## config.mk

```make
export PLATFORM = sky130hd
export DESIGN_NAME = load_drop_stall_detector_top
export DESIGN_NICKNAME = d
export VERILOG_FILES = /design/src/sv/ldsd_pkg.sv /design/src/sv/load_drop_stall_detector_top.sv /design/src/sv/ldsd_ring.sv /design/src/sv/ldsd_mean.sv /design/src/sv/ldsd_track.sv
export SDC_FILE = /design/constraint.sdc
export NUM_CORES = 1
export LEC_CHECK = 0
export BUFFER_PORTS_ARGS = -buffer_cell sky130_fd_sc_hd__buf_2
export CAP_MARGIN = 40
export CORE_ASPECT_RATIO = 2
export CORE_MARGIN = 2
export CORE_UTILIZATION = 30
export CTS_CLUSTER_DIAMETER = 120
export DETAILED_ROUTE_END_ITERATION = 12
export PLACE_DENSITY = 0.49
export SYNTH_ARGS = -nofsm -noshare
export SYNTH_HDL_FRONTEND = slang
export SYNTH_SLANG_ARGS = --single-unit
```

## constraint.sdc

```tcl
create_clock -name clk -period 12.1 [get_ports clk]
set_clock_uncertainty 0.2 [all_clocks]
set_input_delay 2.42 -clock clk [delete_from_list [all_inputs] [get_ports clk]]
set_output_delay 2.42 -clock clk [all_outputs]
set_load 0.01 [all_outputs]
```

## src/sv/ldsd_pkg.sv

```systemverilog
// Shared types and constants for the load drop stall detector.
package ldsd_pkg;

	localparam int SAMPLE_W = 10;
	localparam int CNT_W = 8;
	localparam int FRAC_W = 17;
	localparam int FRAC_SHIFT = 16;
	localparam int RING_DEPTH_DEF = 8;

	localparam logic [FRAC_W-1:0] KEEP_ONE = 17'd65536;
	localparam logic [FRAC_W-1:0] KEEP_RST = 17'd52429;
	localparam logic [CNT_W-1:0] NEEDED_RST = 8'd3;
	localparam logic [CNT_W-1:0] CNT_MAX = 8'd255;

	// configuration register indexes
	typedef enum logic [0:0] {
		CFG_KEEP = 1'b0,
		CFG_NEEDED = 1'b1
	} cfg_reg_t;

	// control bits that travel with an item down the pipe
	typedef struct packed {
		logic clear;
		logic monitor;
	} ctl_t;

endpackage

```

## src/sv/load_drop_stall_detector_top.sv

```systemverilog
// Top level of the load drop stall detector: config registers and pipeline wiring.
//
// Load drop stall detector. Each item carries one load sample; the block answers with exactly
// one result item holding the truncated mean of the last RING_DEPTH samples (slots not yet
// written since reset or the last clear count as zero), the latched baseline, the confirm
// counter and a stall flag. Throughput is one item per clock while out_ready stays high; an
// item passes the ring memory read on the accepting edge, then ring update, mean multiply,
// and baseline and counter update into the result register. The samples live in a
// RING_DEPTH-entry memory with registered read; per-entry valid bits in flops make reset and
// clear take effect at once, so there is no clearing pass. Consecutive items touch different
// ring slots unless the first is a clear item, which writes nothing, so the read of one item
// never collides with the write-back of the one before it. The mean is a multiply by a fixed
// reciprocal, exact for any RING_DEPTH in 2..64. A clear item empties ring, baseline and
// counter and returns an all-zero result. Configuration: index 0 is keep_fraction (unsigned
// Q1.16, values above 1.0 act as 1.0), index 1 is confirm_needed; cfg_ready is always high and
// writes are meant to happen while no item is in flight.
module load_drop_stall_detector_top import ldsd_pkg::*; #(
	parameter int RING_DEPTH = RING_DEPTH_DEF
) (
	input  logic                clk,
	input  logic                arst_n,
	// sample channel
	input  logic                in_valid,
	output logic                in_ready,
	input  logic                clear,
	input  logic                monitor,
	input  logic [SAMPLE_W-1:0] load_sample,
	// result channel
	output logic                out_valid,
	input  logic                out_ready,
	output logic [SAMPLE_W-1:0] mean_load,
	output logic [SAMPLE_W-1:0] baseline_level,
	output logic                baseline_valid,
	output logic [CNT_W-1:0]    confirm_level,
	output logic                stall_res,
	// configuration write channel
	input  logic                cfg_valid,
	output logic                cfg_ready,
	input  logic [0:0]          cfg_index,
	input  logic [FRAC_W-1:0]   cfg_data
);

	localparam int TW = SAMPLE_W + $clog2(RING_DEPTH);

	logic [FRAC_W-1:0] keep_q;
	logic [CNT_W-1:0] needed_q;

	ctl_t in_ctl;
	logic r2m_valid;
	logic r2m_ready;
	ctl_t r2m_ctl;
	logic [TW-1:0] r2m_total;
	logic m2t_valid;
	logic m2t_ready;
	ctl_t m2t_ctl;
	logic [SAMPLE_W-1:0] m2t_mean;

	// config port never stalls
	assign cfg_ready = 1'b1;

	always_ff @(posedge clk or negedge arst_n) begin
		if (!arst_n) begin
			keep_q <= KEEP_RST;
			needed_q <= NEEDED_RST;
		end else if (cfg_valid) begin
			unique case (cfg_reg_t'(cfg_index))
				CFG_KEEP: begin
					keep_q <= cfg_data;
				end
				CFG_NEEDED: begin
					needed_q <= cfg_data[CNT_W-1:0];
				end
				default: begin
				end
			endcase
		end
	end

	assign in_ctl.clear = clear;
	assign in_ctl.monitor = monitor;

	// ring memory and running total
	ldsd_ring #(
		.RING_DEPTH(RING_DEPTH)
	) u_ring (
		.clk(clk),
		.arst_n(arst_n),
		.in_valid(in_valid),
		.in_ready(in_ready),
		.in_ctl(in_ctl),
		.in_sample(load_sample),
		.out_valid(r2m_valid),
		.out_ready(r2m_ready),
		.out_ctl(r2m_ctl),
		.out_total(r2m_total)
	);

	// total / RING_DEPTH
	ldsd_mean #(
		.RING_DEPTH(RING_DEPTH)
	) u_mean (
		.clk(clk),
		.arst_n(arst_n),
		.in_valid(r2m_valid),
		.in_ready(r2m_ready),
		.in_ctl(r2m_ctl),
		.in_total(r2m_total),
		.out_valid(m2t_valid),
		.out_ready(m2t_ready),
		.out_ctl(m2t_ctl),
		.out_mean(m2t_mean)
	);

	// baseline, threshold compare, confirm counter, result register
	ldsd_track u_track (
		.clk(clk),
		.arst_n(arst_n),
		.keep_fraction(keep_q),
		.confirm_needed(needed_q),
		.in_valid(m2t_valid),
		.in_ready(m2t_ready),
		.in_ctl(m2t_ctl),
		.in_mean(m2t_mean),
		.out_valid(out_valid),
		.out_ready(out_ready),
		.mean_load(mean_load),
		.baseline_level(baseline_level),
		.baseline_valid(baseline_valid),
		.confirm_level(confirm_level),
		.stall_res(stall_res)
	);

endmodule

```

## src/sv/ldsd_ring.sv

```systemverilog
// Sample ring memory, slot pointer and running total (read stage and update stage).
module ldsd_ring import ldsd_pkg::*; #(
	parameter int RING_DEPTH = RING_DEPTH_DEF,
	localparam int SW = $clog2(RING_DEPTH),
	localparam int TW = SAMPLE_W + $clog2(RING_DEPTH)
) (
	input  logic                clk,
	input  logic                arst_n,
	input  logic                in_valid,
	output logic                in_ready,
	input  ctl_t                in_ctl,
	input  logic [SAMPLE_W-1:0] in_sample,
	output logic                out_valid,
	input  logic                out_ready,
	output ctl_t                out_ctl,
	output logic [TW-1:0]       out_total
);

	logic [SAMPLE_W-1:0] ring_mem [RING_DEPTH];
	logic [RING_DEPTH-1:0] vld_q;
	logic [SW-1:0] slot_q;
	logic [TW-1:0] total_q;

	logic v_s1;
	ctl_t ctl_s1;
	logic [SAMPLE_W-1:0] sample_s1;
	logic [SW-1:0] slot_s1;
	logic [SAMPLE_W-1:0] rdata_s1;

	logic v_s2;
	ctl_t ctl_s2;
	logic [TW-1:0] total_s2;

	logic acc;
	logic go_s1;
	logic [SAMPLE_W-1:0] old_val;
	logic [TW-1:0] total_nx;

	assign go_s1 = v_s1 && (!v_s2 || out_ready);
	assign in_ready = !v_s1 || go_s1;
	assign acc = in_valid && in_ready;

	// unwritten slots count as zero
	assign old_val = vld_q[slot_s1] ? rdata_s1 : '0;
	assign total_nx = total_q - TW'(old_val) + TW'(sample_s1);

	// memory: registered read on accept, write when the item leaves the read stage for the update stage
	always_ff @(posedge clk) begin
		if (acc) begin
			rdata_s1 <= ring_mem[slot_q];
		end
		if (go_s1 && !ctl_s1.clear) begin
			ring_mem[slot_s1] <= sample_s1;
		end
	end

	always_ff @(posedge clk or negedge arst_n) begin
		if (!arst_n) begin
			vld_q <= '0;
			slot_q <= '0;
			total_q <= '0;
			v_s1 <= 1'b0;
			v_s2 <= 1'b0;
		end else begin
			if (acc) begin
				if (in_ctl.clear || slot_q == SW'(RING_DEPTH - 1)) begin
					slot_q <= '0;
				end else begin
					slot_q <= slot_q + 1'b1;
				end
			end
			if (go_s1) begin
				if (ctl_s1.clear) begin
					vld_q <= '0;
					total_q <= '0;
				end else begin
					vld_q[slot_s1] <= 1'b1;
					total_q <= total_nx;
				end
			end
			if (acc) begin
				v_s1 <= 1'b1;
			end else if (go_s1) begin
				v_s1 <= 1'b0;
			end
			if (go_s1) begin
				v_s2 <= 1'b1;
			end else if (out_ready) begin
				v_s2 <= 1'b0;
			end
		end
	end

	always_ff @(posedge clk) begin
		if (acc) begin
			ctl_s1 <= in_ctl;
			sample_s1 <= in_sample;
			slot_s1 <= slot_q;
		end
		if (go_s1) begin
			ctl_s2 <= ctl_s1;
			total_s2 <= ctl_s1.clear ? '0 : total_nx;
		end
	end

	assign out_valid = v_s2;
	assign out_ctl = ctl_s2;
	assign out_total = total_s2;

endmodule

```

## src/sv/ldsd_mean.sv

```systemverilog
// Ring mean by reciprocal multiply, one registered stage.
module ldsd_mean import ldsd_pkg::*; #(
	parameter int RING_DEPTH = RING_DEPTH_DEF,
	localparam int TW = SAMPLE_W + $clog2(RING_DEPTH)
) (
	input  logic                clk,
	input  logic                arst_n,
	input  logic                in_valid,
	output logic                in_ready,
	input  ctl_t                in_ctl,
	input  logic [TW-1:0]       in_total,
	output logic                out_valid,
	input  logic                out_ready,
	output ctl_t                out_ctl,
	output logic [SAMPLE_W-1:0] out_mean
);

	// floor(x / D) == floor(x * ceil(2^K / D) / 2^K) for all TW-bit x
	localparam int K = TW + $clog2(RING_DEPTH);
	localparam int MW = TW + 1;
	localparam longint RECIP_L = ((64'd1 << K) + RING_DEPTH - 1) / RING_DEPTH;
	localparam logic [MW-1:0] RECIP = MW'(RECIP_L);

	logic [TW+MW-1:0] prod;
	logic [SAMPLE_W-1:0] mean;
	logic v_s3;
	ctl_t ctl_s3;
	logic [SAMPLE_W-1:0] mean_s3;
	logic take;

	assign prod = {{MW{1'b0}}, in_total} * {{TW{1'b0}}, RECIP};
	assign mean = prod[K +: SAMPLE_W];

	assign in_ready = !v_s3 || out_ready;
	assign take = in_valid && in_ready;

	always_ff @(posedge clk or negedge arst_n) begin
		if (!arst_n) begin
			v_s3 <= 1'b0;
		end else if (in_ready) begin
			v_s3 <= in_valid;
		end
	end

	always_ff @(posedge clk) begin
		if (take) begin
			ctl_s3 <= in_ctl;
			mean_s3 <= mean;
		end
	end

	assign out_valid = v_s3;
	assign out_ctl = ctl_s3;
	assign out_mean = mean_s3;

endmodule

```

## src/sv/ldsd_track.sv

```systemverilog
// Baseline latch, drop threshold, confirm counter and result register.
module ldsd_track import ldsd_pkg::*; (
	input  logic                clk,
	input  logic                arst_n,
	input  logic [FRAC_W-1:0]   keep_fraction,
	input  logic [CNT_W-1:0]    confirm_needed,
	input  logic                in_valid,
	output logic                in_ready,
	input  ctl_t                in_ctl,
	input  logic [SAMPLE_W-1:0] in_mean,
	output logic                out_valid,
	input  logic                out_ready,
	output logic [SAMPLE_W-1:0] mean_load,
	output logic [SAMPLE_W-1:0] baseline_level,
	output logic                baseline_valid,
	output logic [CNT_W-1:0]    confirm_level,
	output logic                stall_res
);

	logic [SAMPLE_W-1:0] base_q;
	logic flag_q;
	logic [CNT_W-1:0] cnt_q;
	logic out_valid_q;

	logic go;
	logic [FRAC_W-1:0] frac_sat;
	logic [SAMPLE_W+FRAC_W-1:0] limit_prod;
	logic [SAMPLE_W:0] limit;
	logic raise;
	logic latch;
	logic [CNT_W-1:0] cnt_nx;
	logic stall;

	assign in_ready = !out_valid_q || out_ready;
	assign go = in_valid && in_ready;

	assign frac_sat = (keep_fraction > KEEP_ONE) ? KEEP_ONE : keep_fraction;
	assign limit_prod = {{FRAC_W{1'b0}}, base_q} * {{SAMPLE_W{1'b0}}, frac_sat};
	assign limit = limit_prod[FRAC_SHIFT +: SAMPLE_W + 1];

	// a freshly latched baseline never trips: mean >= floor(mean * frac)
	assign latch = in_ctl.monitor && !flag_q && (in_mean != '0);
	assign raise = in_ctl.monitor && flag_q && ({1'b0, in_mean} < limit);

	always_comb begin
		cnt_nx = cnt_q;
		if (raise) begin
			if (cnt_q != CNT_MAX) begin
				cnt_nx = cnt_q + 1'b1;
			end
		end else if (in_ctl.monitor && flag_q && cnt_q != '0) begin
			cnt_nx = cnt_q - 1'b1;
		end
	end

	assign stall = raise && (cnt_nx >= confirm_needed);

	always_ff @(posedge clk or negedge arst_n) begin
		if (!arst_n) begin
			base_q <= '0;
			flag_q <= 1'b0;
			cnt_q <= '0;
			out_valid_q <= 1'b0;
		end else begin
			if (in_ready) begin
				out_valid_q <= in_valid;
			end
			if (go) begin
				if (in_ctl.clear) begin
					base_q <= '0;
					flag_q <= 1'b0;
					cnt_q <= '0;
				end else begin
					if (latch) begin
						base_q <= in_mean;
						flag_q <= 1'b1;
					end
					cnt_q <= cnt_nx;
				end
			end
		end
	end

	always_ff @(posedge clk) begin
		if (go) begin
			if (in_ctl.clear) begin
				mean_load <= '0;
				baseline_level <= '0;
				baseline_valid <= 1'b0;
				confirm_level <= '0;
				stall_res <= 1'b0;
			end else begin
				mean_load <= in_mean;
				baseline_level <= latch ? in_mean : base_q;
				baseline_valid <= latch || flag_q;
				confirm_level <= cnt_nx;
				stall_res <= stall;
			end
		end
	end

	assign out_valid = out_valid_q;

endmodule
```

==> impl_metrics.ini, run 1 <==
[pwr]
pwr-share-comb_pct = 56.5
swShare_pct = 43.3
p_clk_share_pct = 16.4
irDropWorstVdd_mv = 0.139
leakagePower_uw = 0.00781
p_switching_uw = 1860
power.density_nw_per_um2 = 243
p_int_uw = 2430
seqPwrFrac_pct = 27.0

[route]
drtAntennaViolNets = 0
vias_per_cell = 4.84
drcViolationCount = 0
wl_per_cell_um = 19.9
drt_iter0_drc = 384
vias = 10138
totalWireLength_um = 41700
dr.pass1.iters = 4

[grt]
use_met1_pct = 15.1
use_met3_pct = 1.46
grt_pass1_vias = 11182
antenna_found_initial = 0
grt_first_pass_wirelength_um = 64300
grt_util_all_layers_pct = 15.5
grtUsageMet2_pct = 32.3
busiest_layer = met2
grt-ovfl-total = 0
grt_max_degree = 39

[synth]
ys_types = 76
ys_ff_latch = 231
synth.avg_cell_area_um2 = 11.6
syn_area_um2 = 15700
ys_seq_area_share_pct = 42.0
yosysTopAreaCell = edfxtp_1
synth_top_area_share_pct = 30.5
synth_area_leaders = edfxtp_1 30%, fa_1 16%, dfrtp_1 9.7%, ha_1 7.6%, inv_1 4.6%
synth_edf_count = 159
ys.flop_type = edfxtp_1
synthCells = 1349
syn_nets = 1606
ys_async_sr_fraction_pct = 31.2
ys_warn_count = 0

[sta]
fin_tns_setup_ps = 0
slew_headroom_pct = 42.6
fin_crit_sh_pct = 92.7
rsz0062_at_grt = no
worstMarginPinSlew_ps = 850
whs_ps = 219
min_period_ps = 11220
hold_viol = 0
fmax_ghz = 0.0891
drv_slew = 0
final-setup-viol-count = 0

[clock_tree]
cts_setup_buffers = 0
cts_max_level = 1
clkLatencyLatePin_ps = 520
clock_sinks = 231
cts_resized = 0
cts_buffers = 23
cts.path.max_buffers = 3
path_clk_slew_ps = 70
cts_tree = built
hold_buffers = 0
clock-root-buffer = clkbuf_16

[floorplan]
row_count = 118
fp.dieW_um = 166
coreArea_um2 = 51700
io_pins = 68
initial_core_util_pct = 30.3
fp.dieH_um = 327
dieArea_um2 = 54200

[setup_path]
critPathMaxFanout = 12
start_kind = register
reg2regPathDepth = 41
critPathLaunch = keep_q[16]
max_stage_delay_ps = 720
r2r_slack_ps = 880
r2r_start = keep_q[16]
slowest_stage = a41oi_1
worst_ep_required_time_ps = 12150
cp.arrival_ps = 11260
critPathKind = register to register
crit_path_end = u_track.stall_res
crit_path_end_kind = register
crit_top_cell = a21o_1
r2r_end = u_track.stall_res

[hold_path]
min_from = u_ring.out_ctl[1]
hp-class = register to register

[place]
place.gp.congestion = 0.854
io_buffers = 66
dp_hpwl_um = 33500

[cells_and_area]
area_growth_pct = 12.6
diodes = 0
fin_nets = 1677
fillers = 5300
drive_gt1_share_pct = 16.9

[status]
status = complete, no violations

[run]
maxCapViolCount = 0
[worst min-delay path by stage]
| stage | depth (start not counted) | slack [ps] | end |
|---|---|---|---|
| floorplan | 0 | 200 | u_mean.out_ctl[0] |
| global placement | 0 | 200 | u_mean.out_ctl[1] |
| detailed placement | 0 | 200 | u_mean.out_mean[2] |
| finish | 0 | 220 | u_mean.out_ctl[1] |
| CTS | 0 | 220 | u_mean.out_ctl[1] |
| global route | 0 | 220 | u_mean.out_ctl[1] |
[layout make-up]
class / count / area, um2 / area share, %
multi-input cells: 873 / 8130 / 46.1
flip-flops and latches: 231 / 6590 / 37.3
well taps: 660 / 826 / 4.68
clock inverters: 10 / 80.1 / 0.454
clock buffers: 31 / 667 / 3.78
repair buffers: 100 / 636 / 3.60
inverters: 191 / 717 / 4.06
[synthesized netlist by cell type (3+ instances only)]
cell       number
a221o_1         4
o211ai_1        3
inv_1         190
nor3_1         27
dfstp_2        11
a21oi_1        29
dfrtp_1        61
nand2_1       124
nor2b_1        36
and2_1         87
nor4_1         13
fa_1          127
xor2_1          6
o21ai_0        22
ha_1           95
edfxtp_1      159
nand4_1        10
clkbuf_1       45
o2111ai_1       3
a21o_1         22
xnor2_1        11
or2_1           3
and3_1          3
or3_1           5
o22a_1         10
mux4_2         20
mux2i_1         4
a31oi_1         4
clkbuf_8        3
nor2_1         45
and3_2          4
or2_2           6
buf_1           3
mux2_2         46
o21a_1         19
nand2b_1       11
o31ai_1         8
o21bai_1        4
nand3_1        18
a211oi_1        5
[worst max-delay path: cells and delay by family, from the launching register on]
kind            cells  cell delay, ps
buf+inv             5             800
flops               1             690
xor+xnor            1             200
compound gates     20            4190
simple gates        7            1340
fa+ha+maj           8            3540
[metrics by stage]
| step | cells | power (uW) | util, % | setup WS, ps | cell area, um2 |
|---|---|---|---|---|---|
| finish | 2096 | 4290 | 34.2 | 883 | 17600 |
| global route | 2096 | 4700 | 34.2 | 166 | 17600 |
| CTS | 2096 | 4380 | 34.2 | 793 | 17600 |
| detailed placement | 2055 | 3650 | 32.7 | 830 | 16900 |
| global placement | 2046 | 3590 | 32.5 | 987 | 16800 |
| floorplan | 1349 | 2870 | - | 2020 | 15700 |
[state kept, by name (all words and copies together), names as in the netlist, 2 cells and up]
name / flops
keep_q: 17
needed_q: 8
u_mean.out_ctl: 2
u_mean.out_mean: 10
u_ring.ctl_s1: 2
u_ring.out_ctl: 2
u_ring.out_total: 10
u_ring.rdata_s1: 10
u_ring.ring_mem: 80
u_ring.sample_s1: 10
u_ring.slot_q: 3
u_ring.slot_s1: 3
u_ring.total_q: 13
u_ring.vld_q: 8
u_track.base_q: 10
u_track.baseline_level: 10
u_track.cnt_q: 8
u_track.confirm_level: 8
u_track.mean_load: 10
[kinds of logic (layout without fill, tap and decap cells)]
logic type      count (synthesis)  after routing  synth area share [%]
compound gates                155            155                  7.06
fa+ha+maj                     222            222                  23.8
xor+xnor                       17             17                 0.950
other cells                     1              1                0.0239
simple gates                  408            408                  13.5
flops                         231            231                  42.0
buf+inv                       245            332                  6.14
mux                            70             70                  6.43
[layer usage]
metal	part of all wire, %	routed length, um
met5	0	0
met4	4.7	1970
met3	2.6	1070
met2	59	24600
met1	34	14100
[cell usage in the layout, fill, tap and decap left out, types with 29 or more instances in the layout]
master and instances:
inv_1 190, edfxtp_1 159, fa_1 127, nand2_1 124, ha_1 95, and2_1 87
buf_2 65, dfrtp_1 61, mux2_2 46, nor2_1 43, nor2b_1 36, buf_4 31
a21oi_1 29
[power groups by stage]
stage          sequential, uW  combinational, uW  clock, uW
2_1_floorplan            1100               1770          0
3_3_place_gp             1180               2410          0
3_5_place_dp             1180               2470          0
4_1_cts                  1160               2490        729
5_1_grt                  1180               2770        754
6_report                 1160               2430        705
(Power assumes the default switching activity.)
==> inputs of run 2 (changes only) <==
--- a/config.mk
+++ b/config.mk
@@ -10,9 +10,12 @@
 export CORE_ASPECT_RATIO = 2
 export CORE_MARGIN = 2
 export CORE_UTILIZATION = 30
+export CTS_BUF_LIST = sky130_fd_sc_hd__clkbuf_8 sky130_fd_sc_hd__clkbuf_16
 export CTS_CLUSTER_DIAMETER = 120
 export DETAILED_ROUTE_END_ITERATION = 12
 export PLACE_DENSITY = 0.49
+export RECOVER_POWER = 50
 export SYNTH_ARGS = -nofsm -noshare
 export SYNTH_HDL_FRONTEND = slang
+export SYNTH_HIERARCHICAL = 1
 export SYNTH_SLANG_ARGS = --single-unit
==> impl_metrics.ini, run 2 <==
[setup_path]
crit_path_end_kind = register
max_stage_delay_ps = 540
critPathKind = register to register
worst_ep_required_time_ps = 12130
start_kind = register
crit_top_cell = a21o_1
critPathMaxFanout = 12
cp.arrival_ps = 11190
slowest_stage = fa_1

[run]
maxCapViolCount = 5

[clock_tree]
clkLatencyLatePin_ps = 550
cts.path.max_buffers = 3
cts_max_level = 1
path_clk_slew_ps = 60
cts_resized = 0
cts_buffers = 25
clock-root-buffer = clkbuf_16
hold_buffers = 0
cts_tree = built
cts_setup_buffers = 0
clock_sinks = 231

[pwr]
irDropWorstVdd_mv = 0.145
total_power_uw = 3960
leakagePower_uw = 0.00785
power.density_nw_per_um2 = 224

[sta]
fin_crit_sh_pct = 92.3
slew_headroom_pct = -61.9
drv_slew = 151
fin_tns_setup_ps = 0
worstMarginPinSlew_ps = 2430
hold_viol = 0
final-setup-viol-count = 0
fmax_ghz = 0.0896
rsz0062_at_grt = no
min_period_ps = 11170

[floorplan]
fp.dieH_um = 328
fp.dieW_um = 166
initial_core_util_pct = 30.4
dieArea_um2 = 54500
coreArea_um2 = 51800
io_pins = 68
row_count = 118

[grt]
grt_first_pass_wirelength_um = 66200
grt-ovfl-total = 0
grt_util_all_layers_pct = 15.8
grt_pass1_vias = 11478
antenna_found_initial = 0
grt_max_degree = 40

[cells_and_area]
layout_common_cells = 196 x inv_1, 159 x edfxtp_1, 127 x fa_1, 123 x nand2_1, 95 x ha_1
instances_no_fill = 2071
fillers = 5161
mostFrequentLayoutCell = inv_1
diodes = 0
largest_reg_flops = 80
multi_input_area_um2 = 8190
fin_util_pct = 34.2
top_regs = u_ring/ring_mem x80, keep_q x17, u_ring/total_q x13
max_flop_register = u_ring/ring_mem
drive_gt1_share_pct = 17.1
area_growth_pct = 12.6
fin_nets = 1650
regArea_um2 = 6590

[route]
drt_iter0_drc = 370
drtAntennaViolNets = 0
totalWireLength_um = 42000
drcViolationCount = 0
wl_per_cell_um = 20.3
vias_per_cell = 4.82
vias = 9987
dr.pass1.iters = 5

[status]
violations = capacitance limit, slew limit
status = finished with violations

[synth]
synth.avg_cell_area_um2 = 12.0
syn_area_um2 = 15700
synthCells = 1317
syn_nets = 1574
ys_warn_count = 6

[place]
dp.cells = 2026
io_buffers = 66
dp_hpwl_um = 33200
place.gp.congestion = 0.878

[hold_path]
hp-class = register to register
run 2: layout make-up:
class,count,area share [%]
inverter,191,4.04
tap,660,4.66
clock inverter,20,1.04
multi-input combinational,844,46.2
timing repair buffer,100,3.37
sequential,231,37.2
clock buffer,25,3.53
run 2: worst max-delay path, delay by kind of cell (launching register included):
family	cells	cell delay, ps
compound gates	17	3800
fa+ha+maj	8	3330
mux	1	380
simple gates	7	1840
buf+inv	4	550
xor+xnor	1	310
flops	1	430
run 2: report_power, final:
part	internal (uW)	switching, uW
registers	1020	138
clock network	442	330
logic	866	1170
run 2: path summary, 6_finish.rpt:
kind,from,to,slack (ps),depth (start not counted)
setup / recovery,keep_q[2],u_track/stall_res,930,38
hold / removal,u_ring/out_ctl[1],u_mean/out_ctl[1],220,0
setup reg to reg,keep_q[2],u_track/stall_res,930,38
hold reg to reg,u_ring/out_ctl[1],u_mean/out_ctl[1],220,0
max in group asynchronous,arst_n,u_track/base_q[1],6110,2
min in group asynchronous,arst_n,u_track/out_valid,2410,1
run 2: through the flow:
stage	setup slack, ps	hold WS [ps]	area, um2
2_1_floorplan	1810	200	15700
3_3_place_gp	1150	202	16900
3_5_place_dp	1060	205	17000
4_1_cts	996	220	17800
5_1_grt	389	225	17700
6_report	934	220	17700
run 2: routing by layer:
metal  track usage (%)  vias up  routed length, um
met1              14.9     5074              13900
li1                  -     4607                  -
met2              32.4      204              24400
met4              8.70        0               2460
met3              1.82      102               1220
met5                 0        -                  0
==> inputs of run 3 (changes only) <==
--- a/config.mk
+++ b/config.mk
@@ -8,7 +8,7 @@
 export BUFFER_PORTS_ARGS = -buffer_cell sky130_fd_sc_hd__buf_2
 export CAP_MARGIN = 40
 export CORE_ASPECT_RATIO = 2
-export CORE_MARGIN = 2
+export CORE_MARGIN = 3
 export CORE_UTILIZATION = 30
 export CTS_BUF_LIST = sky130_fd_sc_hd__clkbuf_8 sky130_fd_sc_hd__clkbuf_16
 export CTS_CLUSTER_DIAMETER = 120
==> impl_metrics.ini, run 3 (same netlist as run 2, synthesis figures left out) <==
[hold_path]
hp-class = register to register

[place]
io_buffers = 66
dp_hpwl_um = 33200
dp.cells = 2032
placement.cell_area_um2 = 17000
place.gp.congestion = 0.916

[route]
vias_per_cell = 4.76
drt_iter0_drc = 447
drcViolationCount = 0
dr.pass1.iters = 4
wl_per_cell_um = 20.0
vias = 9884
drtAntennaViolNets = 0
totalWireLength_um = 41500

[setup_path]
start_kind = register
cp.arrival_ps = 11450
worst_ep_required_time_ps = 12160
max_stage_delay_ps = 640
critPathKind = register to register
critPathMaxFanout = 16
crit_top_cell = a21o_1
slowest_stage = dfstp_2
crit_path_end_kind = register

[cells_and_area]
top_regs = u_ring/ring_mem x80, keep_q x17, u_ring/total_q x13
diodes = 0
largest_reg_flops = 80
area_growth_pct = 12.5
layout_common_cells = 195 x inv_1, 159 x edfxtp_1, 127 x fa_1, 123 x nand2_1, 95 x ha_1
instances_no_fill = 2076
stdcell_area_um2 = 17700
drive_gt1_share_pct = 17.4
max_flop_register = u_ring/ring_mem
fin_nets = 1655
mostFrequentLayoutCell = inv_1

[floorplan]
fp.dieW_um = 168
coreArea_um2 = 51800
io_pins = 68
fp.dieH_um = 330
initial_core_util_pct = 30.4
row_count = 118
dieArea_um2 = 55400

[sta]
drv_slew = 97
min_period_ps = 11390
fmax_ghz = 0.0878
final-setup-viol-count = 0
fin_crit_sh_pct = 94.2
rsz0062_at_grt = no
hold_viol = 0
slew_headroom_pct = -133
worstMarginPinSlew_ps = 3500
fin_tns_setup_ps = 0
whs_ps = 217

[clock_tree]
clkLatencyLatePin_ps = 540
cts_buffers = 24
path_clk_slew_ps = 70
clock-root-buffer = clkbuf_16
cts.path.max_buffers = 3
hold_buffers = 0
clock_sinks = 231
cts_tree = built
cts_max_level = 1

[status]
violations = capacitance limit, slew limit
status = finished with violations

[run]
maxCapViolCount = 3

[grt]
grt_util_all_layers_pct = 15.2
grt_max_degree = 54
antenna_found_initial = 0
grt-ovfl-total = 0
grt_first_pass_wirelength_um = 64900
grt_pass1_vias = 11077

[pwr]
power.density_nw_per_um2 = 222
leakagePower_uw = 0.00785
irDropWorstVdd_mv = 0.127
total_power_uw = 3930
==> run 3: area by class of cell <==
type	count	area (um2)
Timing Repair Buffer	106	626
Clock inverter	17	119
Fill cell	5241	34100
Clock buffer	27	664
Multi-Input combinational cell	844	8180
Tap cell	660	826
Sequential cell	231	6590
Inverter	191	717
==> run 3: final timing paths <==
check | startpoint | end | slack, ps | cells past startpoint
max in group asynchronous | arst_n | keep_q[1] | 5780 | 3
worst max-delay path | keep_q[0] | u_track/stall_res | 710 | 41
min in group asynchronous | arst_n | u_track/cnt_q[7] | 1510 | 1
worst min-delay path | u_ring/out_total[10] | u_mean/out_mean[7] | 220 | 0
worst min register to register | u_ring/out_total[10] | u_mean/out_mean[7] | 220 | 0
worst max register to register | keep_q[0] | u_track/stall_res | 710 | 41
==> run 3: metrics by stage <==
stage / utilization (%) / setup WS (ps)
after detailed placement: 32.9 / 627
final: 34.2 / 705
after global routing: 34.2 / 20.4
after CTS: 34.4 / 558
after floorplan: - / 1810
after global placement: 32.7 / 205
==> run 3: power breakdown <==
group	leakage [uW]	total, uW	switching (uW)	internal [uW]
clock network	0.000405	737	320	417
registers	0.00239	1140	123	1020
logic	0.00505	2060	1190	869
==> run 3: what timing repair did <==
item,in CTS,in global routing
setup buffers,0,0
gates resized for setup,0,2
setup endpoints to repair,0,1
==> run 3: metal layers <==
layer / GRT usage, % / routed length, um / vias to the layer above
met4: 6.41 / 1950 / 0
met1: 14.7 / 13700 / 5015
met3: 1.37 / 1020 / 74
met2: 31.8 / 24800 / 171
met5: 0 / 0 / -
li1: - / - / 4624
==> run 3: critical path: cells and delay by family (launching register included) <==
kind	cells	cell delay, ps
buf+inv	5	790
xor+xnor	1	220
compound gates	17	4290
flops	1	640
fa+ha+maj	8	3460
simple gates	10	1500
